$ cat config.mk
export PLATFORM = sky130hd
export DESIGN_NAME = rle_text_codec_unit_flat
export DESIGN_NICKNAME = d
export VERILOG_FILES = /design/src/rtl/rtc_pkg.sv /design/src/rtl/rtc_channels.sv /design/src/rtl/rle_text_codec_unit.sv /design/src/rtl/rtc_front.sv /design/src/rtl/rtc_queue.sv /design/src/rtl/rtc_back.sv /design/src/flat_wrapper.sv
export SDC_FILE = /design/constraint.sdc
export NUM_CORES = 1
export LEC_CHECK = 0
export BUFFER_PORTS_ARGS = -buffer_cell sky130_fd_sc_hd__buf_4
export CORE_MARGIN = 2
export CORE_UTILIZATION = 45
export DETAILED_ROUTE_END_ITERATION = 12
export PLACE_DENSITY = 0.59
export SLEW_MARGIN = 20
export SYNTH_ARGS = -nofsm -noshare
export SYNTH_HDL_FRONTEND = slang
export SYNTH_SLANG_ARGS = --single-unit
$ cat constraint.sdc
create_clock -name clock -period 7.1 [get_ports clock]
set_clock_uncertainty 0.05 [all_clocks]
set_input_delay 1.42 -clock clock [delete_from_list [all_inputs] [get_ports clock]]
set_output_delay 1.42 -clock clock [all_outputs]
set_load 0.01 [all_outputs]
$ cat src/rtl/rtc_pkg.sv
// Shared types, constants and helpers for the run-length text codec.
// Used by the channel interfaces and every module of the codec; depends on nothing.
`default_nettype none

package rtc_pkg;

   localparam int BYTE_W      = 8;
   localparam int LEN_W       = 7;
   localparam int TENS_W      = 4;
   localparam int MAX_RUN_DEF = 64;
   localparam int QUEUE_DEPTH = 4;
   localparam int CSR_ADDR_W  = 2;
   localparam int CSR_DATA_W  = 32;

   localparam logic [CSR_ADDR_W-1:0] REG_DECODE_MODE = CSR_ADDR_W'(0);

   localparam logic [BYTE_W-1:0] CH_ZERO = 8'h30;
   localparam logic [BYTE_W-1:0] CH_NINE = 8'h39;
   localparam int                RADIX   = 10;
   localparam int                MAX_TENS = 9;

   typedef enum logic [0:0] {
      JOB_RUNS,
      JOB_COPY
   } job_op_type;

   typedef enum logic [1:0] {
      PH_TENS,
      PH_ONES,
      PH_SYM,
      PH_COPY
   } phase_type;

   typedef struct packed {
      job_op_type              op;
      logic                    err;
      logic                    a_valid;
      logic [LEN_W-1:0]        a_len;
      logic [BYTE_W-1:0]       a_sym;
      logic                    b_valid;
      logic [LEN_W-1:0]        b_len;
      logic [BYTE_W-1:0]       b_sym;
   } job_type;

   function automatic logic [TENS_W-1:0] tens_of(input logic [LEN_W-1:0] len);
      logic [TENS_W-1:0] t;
      t = '0;
      for (int k = 1; k <= MAX_TENS; k++) begin
         if (len >= LEN_W'(k * RADIX)) begin
            t = TENS_W'(k);
         end
      end
      return t;
   endfunction

   function automatic logic [TENS_W-1:0] ones_of(input logic [LEN_W-1:0] len);
      logic [TENS_W-1:0] t;
      logic [LEN_W-1:0]  r;
      t = tens_of(len);
      r = len - ((LEN_W'(t) << 3) + (LEN_W'(t) << 1));
      return r[TENS_W-1:0];
   endfunction

endpackage

`default_nettype wire

$ cat src/rtl/rtc_channels.sv
// Valid/ready channel interfaces for the codec's byte input and result output.
// Depends on rtc_pkg for field widths.
`default_nettype none

interface rtc_req_if;
   logic                        valid;
   logic                        ready;
   logic [rtc_pkg::BYTE_W-1:0]  data_byte;
   logic                        stream_last;

   modport source (output valid, data_byte, stream_last, input ready);
   modport sink   (input valid, data_byte, stream_last, output ready);
endinterface

interface rtc_rsp_if;
   logic                        valid;
   logic                        ready;
   logic [rtc_pkg::BYTE_W-1:0]  out_byte;
   logic                        burst_last;
   logic                        count_error;

   modport source (output valid, out_byte, burst_last, count_error, input ready);
   modport sink   (input valid, out_byte, burst_last, count_error, output ready);
endinterface

`default_nettype wire

$ cat src/rtl/rle_text_codec_unit.sv
// Top level of the run-length text codec: register port, front end, job queue, back end.
// Depends on rtc_pkg, rtc_channels, rtc_front, rtc_queue and rtc_back.
//
//   port       dir   handshake            payload
//   req_ch     in    valid/ready          data_byte, stream_last
//   rsp_ch     out   valid/ready          out_byte, burst_last, count_error
//   csr_*      in    APB write, pready=1  decode_mode at byte address 0
//
// Input bytes are taken one per cycle while the job queue has room.
// Each producing item becomes one job; the back end loads it, then gives one result per cycle
// while rsp_ch is not stalled: up to six for an encoded item, n for a decoded run of n.
// Results pass through an output register, so a stalled output fills the queue before
// the input stalls. Reset is synchronous and clears all control state.
`default_nettype none

module rle_text_codec_unit #(
   parameter int MAX_RUN     = rtc_pkg::MAX_RUN_DEF,
   parameter int QUEUE_DEPTH = rtc_pkg::QUEUE_DEPTH
) (
   input  wire logic                            clock,
   input  wire logic                            reset,
   rtc_req_if.sink                              req_ch,
   rtc_rsp_if.source                            rsp_ch,
   input  wire logic                            csr_psel,
   input  wire logic                            csr_penable,
   input  wire logic                            csr_pwrite,
   input  wire logic [rtc_pkg::CSR_ADDR_W-1:0]  csr_paddr,
   input  wire logic [rtc_pkg::CSR_DATA_W-1:0]  csr_pwdata,
   output logic      [rtc_pkg::CSR_DATA_W-1:0]  csr_prdata,
   output logic                                 csr_pready
);

   logic             mode_ff;
   logic             mode_wr;
   logic             push;
   logic             pop;
   logic             queue_full;
   logic             queue_empty;
   rtc_pkg::job_type push_job;
   rtc_pkg::job_type head_job;

   assign csr_pready = 1'b1;
   assign mode_wr    = csr_psel && csr_penable && csr_pwrite && csr_pready &&
                       (csr_paddr == rtc_pkg::REG_DECODE_MODE);
   assign csr_prdata = (csr_paddr == rtc_pkg::REG_DECODE_MODE) ?
                       rtc_pkg::CSR_DATA_W'(mode_ff) : '0;

   always_ff @(posedge clock) begin
      if (reset) begin
         mode_ff <= 1'b0;
      end else if (mode_wr) begin
         mode_ff <= csr_pwdata[0];
      end
   end

   rtc_front #(
      .MAX_RUN (MAX_RUN)
   ) u_front (
      .clock       (clock),
      .reset       (reset),
      .cfg_clear   (mode_wr),
      .decode_mode (mode_ff),
      .req_ch      (req_ch),
      .queue_full  (queue_full),
      .push        (push),
      .push_job    (push_job)
   );

   rtc_queue #(
      .DEPTH (QUEUE_DEPTH)
   ) u_queue (
      .clock    (clock),
      .reset    (reset),
      .push     (push),
      .push_job (push_job),
      .full     (queue_full),
      .pop      (pop),
      .head_job (head_job),
      .empty    (queue_empty)
   );

   rtc_back u_back (
      .clock       (clock),
      .reset       (reset),
      .head_job    (head_job),
      .queue_empty (queue_empty),
      .pop         (pop),
      .rsp_ch      (rsp_ch)
   );

endmodule

`default_nettype wire

$ cat src/rtl/rtc_front.sv
// Front end: accepts stream bytes, tracks the open run or the gathered count,
// and pushes one job per item that produces output. Depends on rtc_pkg, rtc_req_if.
`default_nettype none

module rtc_front #(
   parameter int MAX_RUN = rtc_pkg::MAX_RUN_DEF
) (
   input  wire logic     clock,
   input  wire logic     reset,
   input  wire logic     cfg_clear,
   input  wire logic     decode_mode,
   rtc_req_if.sink       req_ch,
   input  wire logic     queue_full,
   output logic          push,
   output rtc_pkg::job_type push_job
);

   localparam int ACC_W = rtc_pkg::LEN_W + 4;

   logic [rtc_pkg::BYTE_W-1:0] held_ff, held_in;
   logic [rtc_pkg::LEN_W-1:0]  run_ff, run_in;
   logic                       have_ff, have_in;
   logic [rtc_pkg::LEN_W-1:0]  pend_ff, pend_in;
   logic                       seen_ff, seen_in;
   logic                       ovf_ff, ovf_in;

   logic                       accept;
   logic                       is_digit;
   logic [ACC_W-1:0]           acc;
   logic                       extend;
   logic [rtc_pkg::LEN_W-1:0]  new_len;
   logic [rtc_pkg::BYTE_W-1:0] new_sym;
   rtc_pkg::job_type           job;
   logic                       job_any;

   assign req_ch.ready = !queue_full;
   assign accept       = req_ch.valid && !queue_full;

   always_comb begin
      is_digit = (req_ch.data_byte >= rtc_pkg::CH_ZERO) &&
                 (req_ch.data_byte <= rtc_pkg::CH_NINE);
      acc = ACC_W'(pend_ff) * ACC_W'(rtc_pkg::RADIX) +
            ACC_W'(req_ch.data_byte - rtc_pkg::CH_ZERO);
      extend = have_ff && (req_ch.data_byte == held_ff) &&
               (run_ff < rtc_pkg::LEN_W'(MAX_RUN));
      new_len = extend ? run_ff + rtc_pkg::LEN_W'(1) : rtc_pkg::LEN_W'(1);
      new_sym = extend ? held_ff : req_ch.data_byte;

      job     = '0;
      job_any = 1'b0;
      held_in = held_ff;
      run_in  = run_ff;
      have_in = have_ff;
      pend_in = pend_ff;
      seen_in = seen_ff;
      ovf_in  = ovf_ff;

      if (!decode_mode) begin
         job.op      = rtc_pkg::JOB_RUNS;
         job.a_valid = have_ff && !extend;
         job.a_len   = run_ff;
         job.a_sym   = held_ff;
         job.b_valid = req_ch.stream_last;
         job.b_len   = new_len;
         job.b_sym   = new_sym;
         job_any     = job.a_valid || job.b_valid;
         held_in     = new_sym;
         run_in      = new_len;
         have_in     = 1'b1;
      end else if (is_digit) begin
         if (!ovf_ff) begin
            if (acc > ACC_W'(MAX_RUN)) begin
               ovf_in = 1'b1;
            end else begin
               pend_in = acc[rtc_pkg::LEN_W-1:0];
            end
         end
         seen_in = 1'b1;
      end else begin
         job.op    = rtc_pkg::JOB_COPY;
         job.err   = ovf_ff;
         job.a_len = ovf_ff ? rtc_pkg::LEN_W'(1) : pend_ff;
         job.a_sym = req_ch.data_byte;
         job_any   = seen_ff && (ovf_ff || (pend_ff != '0));
         pend_in   = '0;
         seen_in   = 1'b0;
         ovf_in    = 1'b0;
      end

      if (req_ch.stream_last) begin
         held_in = '0;
         run_in  = '0;
         have_in = 1'b0;
         pend_in = '0;
         seen_in = 1'b0;
         ovf_in  = 1'b0;
      end
   end

   assign push     = accept && job_any;
   assign push_job = job;

   always_ff @(posedge clock) begin
      if (reset || cfg_clear) begin
         held_ff <= '0;
         run_ff  <= '0;
         have_ff <= 1'b0;
         pend_ff <= '0;
         seen_ff <= 1'b0;
         ovf_ff  <= 1'b0;
      end else if (accept) begin
         held_ff <= held_in;
         run_ff  <= run_in;
         have_ff <= have_in;
         pend_ff <= pend_in;
         seen_ff <= seen_in;
         ovf_ff  <= ovf_in;
      end
   end

endmodule

`default_nettype wire

$ cat src/rtl/rtc_queue.sv
// Short job queue between the codec's front and back ends.
// Depends on rtc_pkg for the job type.
`default_nettype none

module rtc_queue #(
   parameter int DEPTH = rtc_pkg::QUEUE_DEPTH
) (
   input  wire logic              clock,
   input  wire logic              reset,
   input  wire logic              push,
   input  rtc_pkg::job_type       push_job,
   output logic                   full,
   input  wire logic              pop,
   output rtc_pkg::job_type       head_job,
   output logic                   empty
);

   localparam int PTR_W = (DEPTH > 1) ? $clog2(DEPTH) : 1;
   localparam int CNT_W = $clog2(DEPTH + 1);

   rtc_pkg::job_type   slot_ff [DEPTH];
   logic [PTR_W-1:0]   wr_ff, wr_in;
   logic [PTR_W-1:0]   rd_ff, rd_in;
   logic [CNT_W-1:0]   cnt_ff, cnt_in;
   logic               do_push;
   logic               do_pop;

   assign full     = (cnt_ff == CNT_W'(DEPTH));
   assign empty    = (cnt_ff == '0);
   assign do_push  = push && !full;
   assign do_pop   = pop && !empty;
   assign head_job = slot_ff[rd_ff];

   always_comb begin
      wr_in  = wr_ff;
      rd_in  = rd_ff;
      cnt_in = cnt_ff;
      if (do_push) begin
         wr_in = (wr_ff == PTR_W'(DEPTH - 1)) ? '0 : wr_ff + PTR_W'(1);
      end
      if (do_pop) begin
         rd_in = (rd_ff == PTR_W'(DEPTH - 1)) ? '0 : rd_ff + PTR_W'(1);
      end
      if (do_push && !do_pop) begin
         cnt_in = cnt_ff + CNT_W'(1);
      end else if (do_pop && !do_push) begin
         cnt_in = cnt_ff - CNT_W'(1);
      end
   end

   always_ff @(posedge clock) begin
      if (reset) begin
         wr_ff  <= '0;
         rd_ff  <= '0;
         cnt_ff <= '0;
      end else begin
         wr_ff  <= wr_in;
         rd_ff  <= rd_in;
         cnt_ff <= cnt_in;
      end
   end

   always_ff @(posedge clock) begin
      if (do_push) begin
         slot_ff[wr_ff] <= push_job;
      end
   end

endmodule

`default_nettype wire

$ cat src/rtl/rtc_back.sv
// Back end: expands queued jobs into count digits, symbols and decoded copies, one
// result per cycle while not stalled, via an output register. Depends on rtc_pkg, rtc_rsp_if.
`default_nettype none

module rtc_back (
   input  wire logic        clock,
   input  wire logic        reset,
   input  rtc_pkg::job_type head_job,
   input  wire logic        queue_empty,
   output logic             pop,
   rtc_rsp_if.source        rsp_ch
);

   rtc_pkg::job_type            job_ff, job_in;
   logic                        busy_ff, busy_in;
   rtc_pkg::phase_type          phase_ff, phase_in;
   logic                        sel_b_ff, sel_b_in;
   logic [rtc_pkg::LEN_W-1:0]   cnt_ff, cnt_in;

   logic                        rsp_valid_ff, rsp_valid_in;
   logic [rtc_pkg::BYTE_W-1:0]  byte_ff;
   logic                        last_ff;
   logic                        err_ff;

   logic                        out_load;
   logic [rtc_pkg::LEN_W-1:0]   cur_len;
   logic [rtc_pkg::BYTE_W-1:0]  cur_sym;
   logic [rtc_pkg::BYTE_W-1:0]  emit_byte;
   logic                        emit_last;
   logic                        emit_err;

   assign out_load = busy_ff && (!rsp_valid_ff || rsp_ch.ready);
   assign pop      = !busy_ff && !queue_empty;

   always_comb begin
      cur_len   = sel_b_ff ? job_ff.b_len : job_ff.a_len;
      cur_sym   = sel_b_ff ? job_ff.b_sym : job_ff.a_sym;
      emit_byte = cur_sym;
      emit_last = 1'b0;
      emit_err  = 1'b0;
      case (phase_ff)
         rtc_pkg::PH_TENS: begin
            emit_byte = rtc_pkg::CH_ZERO + rtc_pkg::BYTE_W'(rtc_pkg::tens_of(cur_len));
         end
         rtc_pkg::PH_ONES: begin
            emit_byte = rtc_pkg::CH_ZERO + rtc_pkg::BYTE_W'(rtc_pkg::ones_of(cur_len));
         end
         rtc_pkg::PH_SYM: begin
            emit_last = sel_b_ff || !job_ff.b_valid;
         end
         rtc_pkg::PH_COPY: begin
            emit_byte = job_ff.a_sym;
            emit_err  = job_ff.err;
            emit_last = (cnt_ff == rtc_pkg::LEN_W'(1));
         end
         default: begin
            emit_last = 1'b1;
         end
      endcase
   end

   always_comb begin
      job_in   = job_ff;
      busy_in  = busy_ff;
      phase_in = phase_ff;
      sel_b_in = sel_b_ff;
      cnt_in   = cnt_ff;
      if (pop) begin
         job_in  = head_job;
         busy_in = 1'b1;
         cnt_in  = head_job.a_len;
         if (head_job.op == rtc_pkg::JOB_COPY) begin
            phase_in = rtc_pkg::PH_COPY;
            sel_b_in = 1'b0;
         end else if (head_job.a_valid) begin
            sel_b_in = 1'b0;
            phase_in = (head_job.a_len >= rtc_pkg::LEN_W'(rtc_pkg::RADIX)) ?
                       rtc_pkg::PH_TENS : rtc_pkg::PH_ONES;
         end else begin
            sel_b_in = 1'b1;
            phase_in = (head_job.b_len >= rtc_pkg::LEN_W'(rtc_pkg::RADIX)) ?
                       rtc_pkg::PH_TENS : rtc_pkg::PH_ONES;
         end
      end else if (out_load) begin
         case (phase_ff)
            rtc_pkg::PH_TENS: begin
               phase_in = rtc_pkg::PH_ONES;
            end
            rtc_pkg::PH_ONES: begin
               phase_in = rtc_pkg::PH_SYM;
            end
            rtc_pkg::PH_SYM: begin
               if (emit_last) begin
                  busy_in = 1'b0;
               end else begin
                  sel_b_in = 1'b1;
                  phase_in = (job_ff.b_len >= rtc_pkg::LEN_W'(rtc_pkg::RADIX)) ?
                             rtc_pkg::PH_TENS : rtc_pkg::PH_ONES;
               end
            end
            rtc_pkg::PH_COPY: begin
               cnt_in = cnt_ff - rtc_pkg::LEN_W'(1);
               if (emit_last) begin
                  busy_in = 1'b0;
               end
            end
            default: begin
               busy_in = 1'b0;
            end
         endcase
      end
   end

   always_comb begin
      rsp_valid_in = rsp_valid_ff;
      if (out_load) begin
         rsp_valid_in = 1'b1;
      end else if (rsp_ch.ready) begin
         rsp_valid_in = 1'b0;
      end
   end

   always_ff @(posedge clock) begin
      if (reset) begin
         busy_ff      <= 1'b0;
         phase_ff     <= rtc_pkg::PH_TENS;
         sel_b_ff     <= 1'b0;
         cnt_ff       <= '0;
         rsp_valid_ff <= 1'b0;
      end else begin
         busy_ff      <= busy_in;
         phase_ff     <= phase_in;
         sel_b_ff     <= sel_b_in;
         cnt_ff       <= cnt_in;
         rsp_valid_ff <= rsp_valid_in;
      end
   end

   always_ff @(posedge clock) begin
      job_ff <= job_in;
      if (out_load) begin
         byte_ff <= emit_byte;
         last_ff <= emit_last;
         err_ff  <= emit_err;
      end
   end

   assign rsp_ch.valid       = rsp_valid_ff;
   assign rsp_ch.out_byte    = byte_ff;
   assign rsp_ch.burst_last  = last_ff;
   assign rsp_ch.count_error = err_ff;

   a_err_is_last: assert property (@(posedge clock) disable iff (reset)
      rsp_valid_ff && err_ff |-> last_ff)
      else $error("count error result not marked last");

   a_err_not_digit: assert property (@(posedge clock) disable iff (reset)
      rsp_valid_ff && err_ff |-> (byte_ff < rtc_pkg::CH_ZERO) ||
                                  (byte_ff > rtc_pkg::CH_NINE))
      else $error("count error result carries a digit");

   a_copy_count_live: assert property (@(posedge clock) disable iff (reset)
      busy_ff && (phase_ff == rtc_pkg::PH_COPY) |-> cnt_ff != '0)
      else $error("copy phase with zero count");

   a_job_end_last: assert property (@(posedge clock) disable iff (reset)
      $fell(busy_ff) |-> rsp_valid_ff && last_ff)
      else $error("job ended without a last result");

endmodule

`default_nettype wire

$ cat src/flat_wrapper.sv
// flat-port wrapper written by rule: the top's interface ports become plain ports
module rle_text_codec_unit_flat 
#(
   parameter int MAX_RUN     = rtc_pkg::MAX_RUN_DEF,
   parameter int QUEUE_DEPTH = rtc_pkg::QUEUE_DEPTH
)
  (clock, reset, csr_psel, csr_penable, csr_pwrite, csr_paddr, csr_pwdata, csr_prdata, csr_pready, req_ch_valid, req_ch_data_byte, req_ch_stream_last, req_ch_ready, rsp_ch_valid, rsp_ch_out_byte, rsp_ch_burst_last, rsp_ch_count_error, rsp_ch_ready);
  rtc_req_if req_ch_i ();
  rtc_rsp_if rsp_ch_i ();
  input  wire logic clock;
  input  wire logic reset;
  input  wire logic csr_psel;
  input  wire logic csr_penable;
  input  wire logic csr_pwrite;
  input  wire logic [rtc_pkg::CSR_ADDR_W-1:0] csr_paddr;
  input  wire logic [rtc_pkg::CSR_DATA_W-1:0] csr_pwdata;
  output logic      [rtc_pkg::CSR_DATA_W-1:0] csr_prdata;
  output logic csr_pready;
  input wire logic [$bits(req_ch_i.valid)-1:0] req_ch_valid;
  input wire logic [$bits(req_ch_i.data_byte)-1:0] req_ch_data_byte;
  input wire logic [$bits(req_ch_i.stream_last)-1:0] req_ch_stream_last;
  output wire logic [$bits(req_ch_i.ready)-1:0] req_ch_ready;
  output wire logic [$bits(rsp_ch_i.valid)-1:0] rsp_ch_valid;
  output wire logic [$bits(rsp_ch_i.out_byte)-1:0] rsp_ch_out_byte;
  output wire logic [$bits(rsp_ch_i.burst_last)-1:0] rsp_ch_burst_last;
  output wire logic [$bits(rsp_ch_i.count_error)-1:0] rsp_ch_count_error;
  input wire logic [$bits(rsp_ch_i.ready)-1:0] rsp_ch_ready;
  assign req_ch_i.valid = req_ch_valid;
  assign req_ch_i.data_byte = req_ch_data_byte;
  assign req_ch_i.stream_last = req_ch_stream_last;
  assign req_ch_ready = req_ch_i.ready;
  assign rsp_ch_valid = rsp_ch_i.valid;
  assign rsp_ch_out_byte = rsp_ch_i.out_byte;
  assign rsp_ch_burst_last = rsp_ch_i.burst_last;
  assign rsp_ch_count_error = rsp_ch_i.count_error;
  assign rsp_ch_i.ready = rsp_ch_ready;
  rle_text_codec_unit #(.MAX_RUN(MAX_RUN), .QUEUE_DEPTH(QUEUE_DEPTH)) u_core (.clock(clock), .reset(reset), .req_ch(req_ch_i), .rsp_ch(rsp_ch_i), .csr_psel(csr_psel), .csr_penable(csr_penable), .csr_pwrite(csr_pwrite), .csr_paddr(csr_paddr), .csr_pwdata(csr_pwdata), .csr_prdata(csr_prdata), .csr_pready(csr_pready));
endmodule
# Word-level counts from Yosys, hierarchy flattened
# Memory sizes are Yosys's and may differ from the RTL's. A register that Yosys moved wholly into a read port is not among the register bits.
# Cells that the tools add are included.
dict set report classes {
  n_mux 79
  add_sub_neg 12
  reduce_logical 50
  mul 1
  n_lt_le_gt_ge 16
  eq_ne 13
}
# cell count
set op_table {}
lappend op_table {{2-to-1 mux 7 bit} 13}
lappend op_table {{2-to-1 mux 4 bit} 9}
lappend op_table {{2-to-1 mux 1 bit} 35}
lappend op_table {{2-to-1 mux 8 bit} 4}
lappend op_table {{2-to-1 mux 15 bit} 2}
lappend op_table {{>= comparator 7 x 4 -> 1 bit, second input constant} 4}
lappend op_table {{one-hot mux 8 bit (3 select lines)} 1}
lappend op_table {{>= comparator 7 x 6 -> 1 bit, second input constant} 3}
lappend op_table {{>= comparator 7 bit, second input constant} 3}
lappend op_table {{2-to-1 mux 2 bit} 9}
lappend op_table {{logical AND 1 bit} 16}
lappend op_table {{2-to-1 mux 16 bit} 1}
lappend op_table {{nonzero test 2 bit} 8}
lappend op_table {{adder 6 x 4 -> 7 bit, first input constant} 2}
lappend op_table {{>= comparator 7 x 5 -> 1 bit, second input constant} 2}
lappend op_table {{adder 11 bit} 1}
lappend op_table {{> comparator 11 x 7 -> 1 bit, second input constant} 1}
lappend op_table {{multiplier 7 x 3 -> 10 bit, second input constant} 1}
lappend op_table {{2-to-1 mux 3 bit} 3}
lappend op_table {{AND reduction 3 bit} 3}
lappend op_table {{subtractor 8 x 6 -> 9 bit, second input constant} 1}
lappend op_table {{== test 2 bit, second input constant} 4}
lappend op_table {{== test 8 bit} 1}
lappend op_table {{>= comparator 8 x 6 -> 1 bit, second input constant} 1}
lappend op_table {{other kinds (27)} 43}
dict set report word_totals {
  output_inout_bits 45
  ram_bits 136
  input_bits 50
  n_memories 1
  regBits 87
}
# name depth word_bits rd rd_clocked_by_memory_dff write_ports line
set memory_table {}
lappend memory_table {u_core.u_queue.slot_ff 4 34 1 1 1 rtc_queue.sv:21} ;# rtc_pkg::job_type slot_ff [DEPTH];

# Depth between registers and ports, before layout
dict set report depth {
  word_depth 16
  mapped_depth 14
}

# Modules after synthesis
# Synthesis repeated with hierarchy kept, for this count alone.
dict set report unflattened {
  cells_unflattened 774
  hier_area_um2 10521.3
}
# module instances seq_area_each_um2 cells_per_inst area_per_inst_um2
set modules_own_cells {}
lappend modules_own_cells {rtc_queue 1 4264.1 228 5397.7}
lappend modules_own_cells {rtc_back 1 1501.4 222 2551.2}
lappend modules_own_cells {rtc_front 1 500.5 283 2248.4}
lappend modules_own_cells {rle_text_codec_unit 1 20.0 41 324.1}

# Worst setup path before layout
# OpenSTA, ideal clock, no wires.
dict set report synth_path {
  kind {input port to flip-flop}
  from {input port req_ch_data_byte[4]}
  to {memory u_core.u_queue.slot_ff[3][0] in the netlist's numbering (enable)}
  required_ps 6656
  cell_stages 8
  path_slack_ps 3077
  arrival_time_ps 3579
  path_cell_list {ha_1 > o211ai_1 > and4_1 > clkbuf_1 > o21ai_0 > o311a_1 > clkbuf_1 > and2_1}
}
dict set report synth_via {
  elab_chain_cells 11
}
# item line
set synth_rtl {}
lappend synth_rtl {{start: declaration} flat_wrapper.sv:20} ;# input wire logic [$bits(req_ch_i.data_byte)-1:0] req_ch_data_byte;
lappend synth_rtl {{parallel branches: the longest is 6 deep, another holds >= comparator 8 x 6 -> 1 bit} -}
lappend synth_rtl {{2-to-1 mux 1 bit *} rtc_front.sv:58} ;# if (!decode_mode) begin
lappend synth_rtl {{logical AND 1 bit *} rtc_front.sv:100} ;# assign push = accept && job_any;
lappend synth_rtl {{logical AND 1 bit *} rtc_queue.sv:30} ;# assign do_push = push && !full;
lappend synth_rtl {{via u_core.u_queue.do_push} rtc_queue.sv:25} ;# logic do_push;
lappend synth_rtl {{2-to-1 mux 1 bit *} rtc_queue.sv:64} ;# if (do_push) begin
lappend synth_rtl {{2-to-1 mux 1 bit (implied by the code) *} rtc_queue.sv:65} ;# slot_ff[wr_ff] <= push_job;
lappend synth_rtl {{end: declaration} rtc_queue.sv:21}
# Mark *: on every way through the listed nets, which the timed path passes.

# Final worst setup path
dict set report layout_path {
  from {input port req_ch_data_byte[5]}
  to {register u_core.u_queue.cnt_ff[2]}
}
dict set report layout_via {
  elab_chain_cells 12
}
# item line
set layout_rtl {}
lappend layout_rtl {{parallel branches: the longest is 6 deep, another holds >= comparator 8 x 6 -> 1 bit} -}
lappend layout_rtl {{2-to-1 mux 1 bit *} rtc_front.sv:58}
lappend layout_rtl {{logical AND 1 bit *} rtc_front.sv:100}
lappend layout_rtl {{logical AND 1 bit *} rtc_queue.sv:30}
lappend layout_rtl {{logical NOT 1 bit} rtc_queue.sv:46} ;# end else if (do_pop && !do_push) begin
lappend layout_rtl {{logical AND 1 bit} rtc_queue.sv:46}
lappend layout_rtl {{nonzero test 2 bit (no line)} -}
lappend layout_rtl {{end signal: assignment} rtc_queue.sv:59} ;# cnt_ff <= cnt_in;
lappend layout_rtl {{end: declaration} rtc_queue.sv:24} ;# logic [CNT_W-1:0] cnt_ff, cnt_in;
# Mark *: on every way between the ends.
# A chain may end at the register's enable or synchronous reset.

==> results by group <==
Power and ir drop
  • Sw power: approximately 1.3 mW
  • Post-layout total power: around 4.3 mW
  • Worst vdd ir: 0.164 mV
  • Internal: between 2 and 3 mW
  • Sw frac: between 30% and 40%
  • PwrDens: roughly 370 nW/µm²
  • Pleak: ~4.1 nW
  • Power share of the combinational group: about 27%
  • Clock Power Share: around 30%
  • Seq pwr share: between 40% and 50%

CTS
  • TritonCTS Buffers: 24
  • CTS tree: done
  • Post-CTS setup buffers: 0
  • Hold-fix buffers, CTS: 0
  • Clock Latency Late Sink: 0.52 ns
  • # resized after CTS: 0
  • Max clock buf depth: 3
  • Reg clk slew, reported paths: about 0.060 ns
  • Htree depth: 1
  • Clock Sinks: 225
  • Clock root cell: clkbuf_16

Synth
  • Gate Count Post-Synth: slightly below 800
  • Top FF cell, synth: edfxtp_1
  • Synth unique cells: 68
  • FFs w/ async S/R, synth: 0%
  • Post-synth EDFFs: roughly 180
  • Synth Register Bits: 225
  • Post-Syn Area: between 10000 and 15000 µm²
  • Register area share after synthesis: 60.3%
  • Synth warn: 0
  • Synth Area per Inst: 13.6 µm²

Timing
  • Final setup fails: 0
  • Max-slew violation count: 0
  • Final setup TNS: 0 ns
  • Worst slew margin relative to its limit: between 30% and 40%
  • RSZ-0062 raised after global routing: false
  • Tightest Pin Transition: ~0.95 ns
  • F_max: roughly 0.26 GHz
  • Final hold vios: 0
  • Min Tclk post-route: between 3 and 4 ns
  • Final period utilization: about 54%

Critical path
  • Critical path arrival: between 4 and 5 ns
  • CP Launch Type: input port
  • Crit-path max FO: 10
  • Crit path kind: in2reg
  • Crit. End Element: register
  • Critical path required time: between 7 and 8 ns

Global route
  • First-pass GRT wire length: 32.5 mm
  • GR Overflow Total: 0
  • Total GRT Usage: around 17%
  • Largest net degree at the start of global routing: 42
  • Initial antenna violation count: 1
  • Vias in the first global route: roughly 6200

Cells and area
  • FILL cells: approximately 1900
  • Layout cells sized above 1: between 10% and 20%
  • ANT cells: 0
  • Commonest non-fill, non-tap cell in the layout: edfxtp_1
  • Register area: ~6300 µm²
  • Most frequent cells in the layout: edfxtp_1, nor2_1, dfxtp_1
  • P&R area growth vs syn: 11.5%
  • Area of the multi-input gates: about 3800 µm²
  • Nets@finish: between 800 and 900

Place
  • Dpl hpwl: approximately 14 mm
  • Port-buffer cells: 31
  • Final Wtd Congestion: ~0.84

Job
  • Max-cap viol count: 0

Routing
  • Post-Route WL: approximately 20 mm
  • Routed vias: ~6200
  • Wire per inst: ~19 µm
  • Post-DR vias/cell: ~5.7
  • Residual DRC: 0
  • Number of iterations in the first detailed-routing pass: 5
  • First DRT Iteration DRCs: 406
  • Remaining antenna violation count: 0

Floorplanning
  • Die width: between 150 and 200 µm
  • Die ar.: between 20000 and 25000 µm²
  • IO Pins: 95
  • Core footprint: around 23000 µm²
  • Rows: between 50 and 60
  • Starting Density: 45.9%
  • Chip Height: between 150 and 200 µm

Status
  • Outcome: complete, no violations

Hold path
  • Class of the worst hold path: reg2reg
## synth_stat cells (5+ instances only)
library cell / number / area share, %
o21ai_0: 30 / 1.4
mux2i_1: 15 / 1.4
a21oi_1: 29 / 1.4
nor2b_1: 18 / 1.1
buf_2: 7 / 0.34
nand2_1: 44 / 1.6
mux2_2: 6 / 0.65
xnor2_1: 18 / 1.5
a22oi_1: 7 / 0.50
a22o_1: 16 / 1.3
ha_1: 31 / 3.7
buf_4: 35 / 2.5
dfxtp_1: 47 / 9.0
clkbuf_1: 24 / 0.86
edfxtp_1: 178 / 51
a21o_1: 7 / 0.50
nand3_1: 12 / 0.58
a31oi_1: 5 / 0.30
inv_1: 15 / 0.54
mux4_2: 34 / 7.3
xor2_1: 9 / 0.76
o21ai_1: 8 / 0.38
nand4_1: 7 / 0.42
o2bb2ai_1: 7 / 0.59
and3_1: 6 / 0.36
and2_1: 8 / 0.48
nor3_1: 12 / 0.58
or4_1: 5 / 0.36
nor2_1: 57 / 2.1
## metal layers
metal	routed length, µm	global-route usage [%]	vias up
li1	-	-	2920
met1	9260	23.0	3106
met2	9770	29.1	191
met3	991	2.14	26
met4	336	4.81	0
met5	0	0	-
## logic make-up after synthesis
group,share of synthesized area [%]
adders and majority gates,4.49
AOI/OAI and AO/OA,9.05
and+or+nand+nor,9.47
buffers and inverters,4.48
other,0.0721
xor gates and xnor gates,2.27
DFF,60.3
muxes,9.84
## power groups by stage
stage | sequential [mW] | clock, mW | combinational, mW
2_1_floorplan | 1.83 | 0 | 0.920
3_3_place_gp | 1.87 | 0 | 1.14
3_5_place_dp | 1.89 | 0 | 1.17
4_1_cts | 1.86 | 1.31 | 1.17
5_1_grt | 1.89 | 1.36 | 1.29
6_report | 1.86 | 1.27 | 1.17
## worst max-delay path: stages
cell and delay [ns]:
buf_4 0.14, ha_1 0.27, o211ai_1 0.14, and4_1 0.36, o21ai_0 0.23, o311a_1 0.39, ha_1 0.25, inv_1 0.06
fa_1 0.37, xor2_1 0.17, or3_1 0.30, a21oi_1 0.14
## area by class of cell
| type | count | share of cell area, % |
|---|---|---|
| inverters | 18 | 0.582 |
| repair buffers | 39 | 2.52 |
| clock inverters | 10 | 1.25 |
| clock buffers | 34 | 5.92 |
| flip-flops and latches | 225 | 54.1 |
| multi-input cells | 489 | 32.5 |
| well taps | 285 | 3.07 |
## worst paths after layout
check                                         startpoint                                     end  slack (ns)  cells past startpoint
setup / recovery                     req_ch_data_byte[5]   u_core.u_queue.cnt_ff[2]$_SDFFE_PP0P_        3.24                     12
hold / removal       u_core.u_front.have_ff$_SDFFE_PP0P_     u_core.u_front.have_ff$_SDFFE_PP0P_        0.42                      2
setup reg to reg  u_core.u_front.pend_ff[1]$_SDFFE_PP0P_  u_core.u_front.pend_ff[5]$_SDFFE_PP0P_        3.25                     13
hold reg to reg      u_core.u_front.have_ff$_SDFFE_PP0P_     u_core.u_front.have_ff$_SDFFE_PP0P_        0.42                      2
## state kept, by name, indices dropped and copies added (netlist names), 3 cells and up, named ones only
register / count
u_core.u_back.cnt_ff: 7
u_core.u_back.job_ff: 32
u_core.u_back.rsp_ch.out_byte: 8
u_core.u_front.held_ff: 8
u_core.u_front.pend_ff: 7
u_core.u_front.run_ff: 7
u_core.u_queue.cnt_ff: 3
u_core.u_queue.slot_ff: 136
## per-stage QoR
| step | setup slack, ns | hold slack (ns) | utilization [%] | cell area, µm² | instances |
|---|---|---|---|---|---|
| 2_1_floorplan | 3.08 | 0.381 | - | 10500 | 799 |
| 3_3_place_gp | 2.78 | 0.401 | 47.5 | 10800 | 1056 |
| 3_5_place_dp | 2.69 | 0.404 | 47.5 | 10800 | 1056 |
| 4_1_cts | 3.22 | 0.415 | 51.2 | 11600 | 1100 |
| 5_1_grt | 3.02 | 0.454 | 51.2 | 11600 | 1100 |
| 6_report | 3.24 | 0.416 | 51.2 | 11600 | 1100 |
No activity file was read; power rests on OpenSTA's default activity.
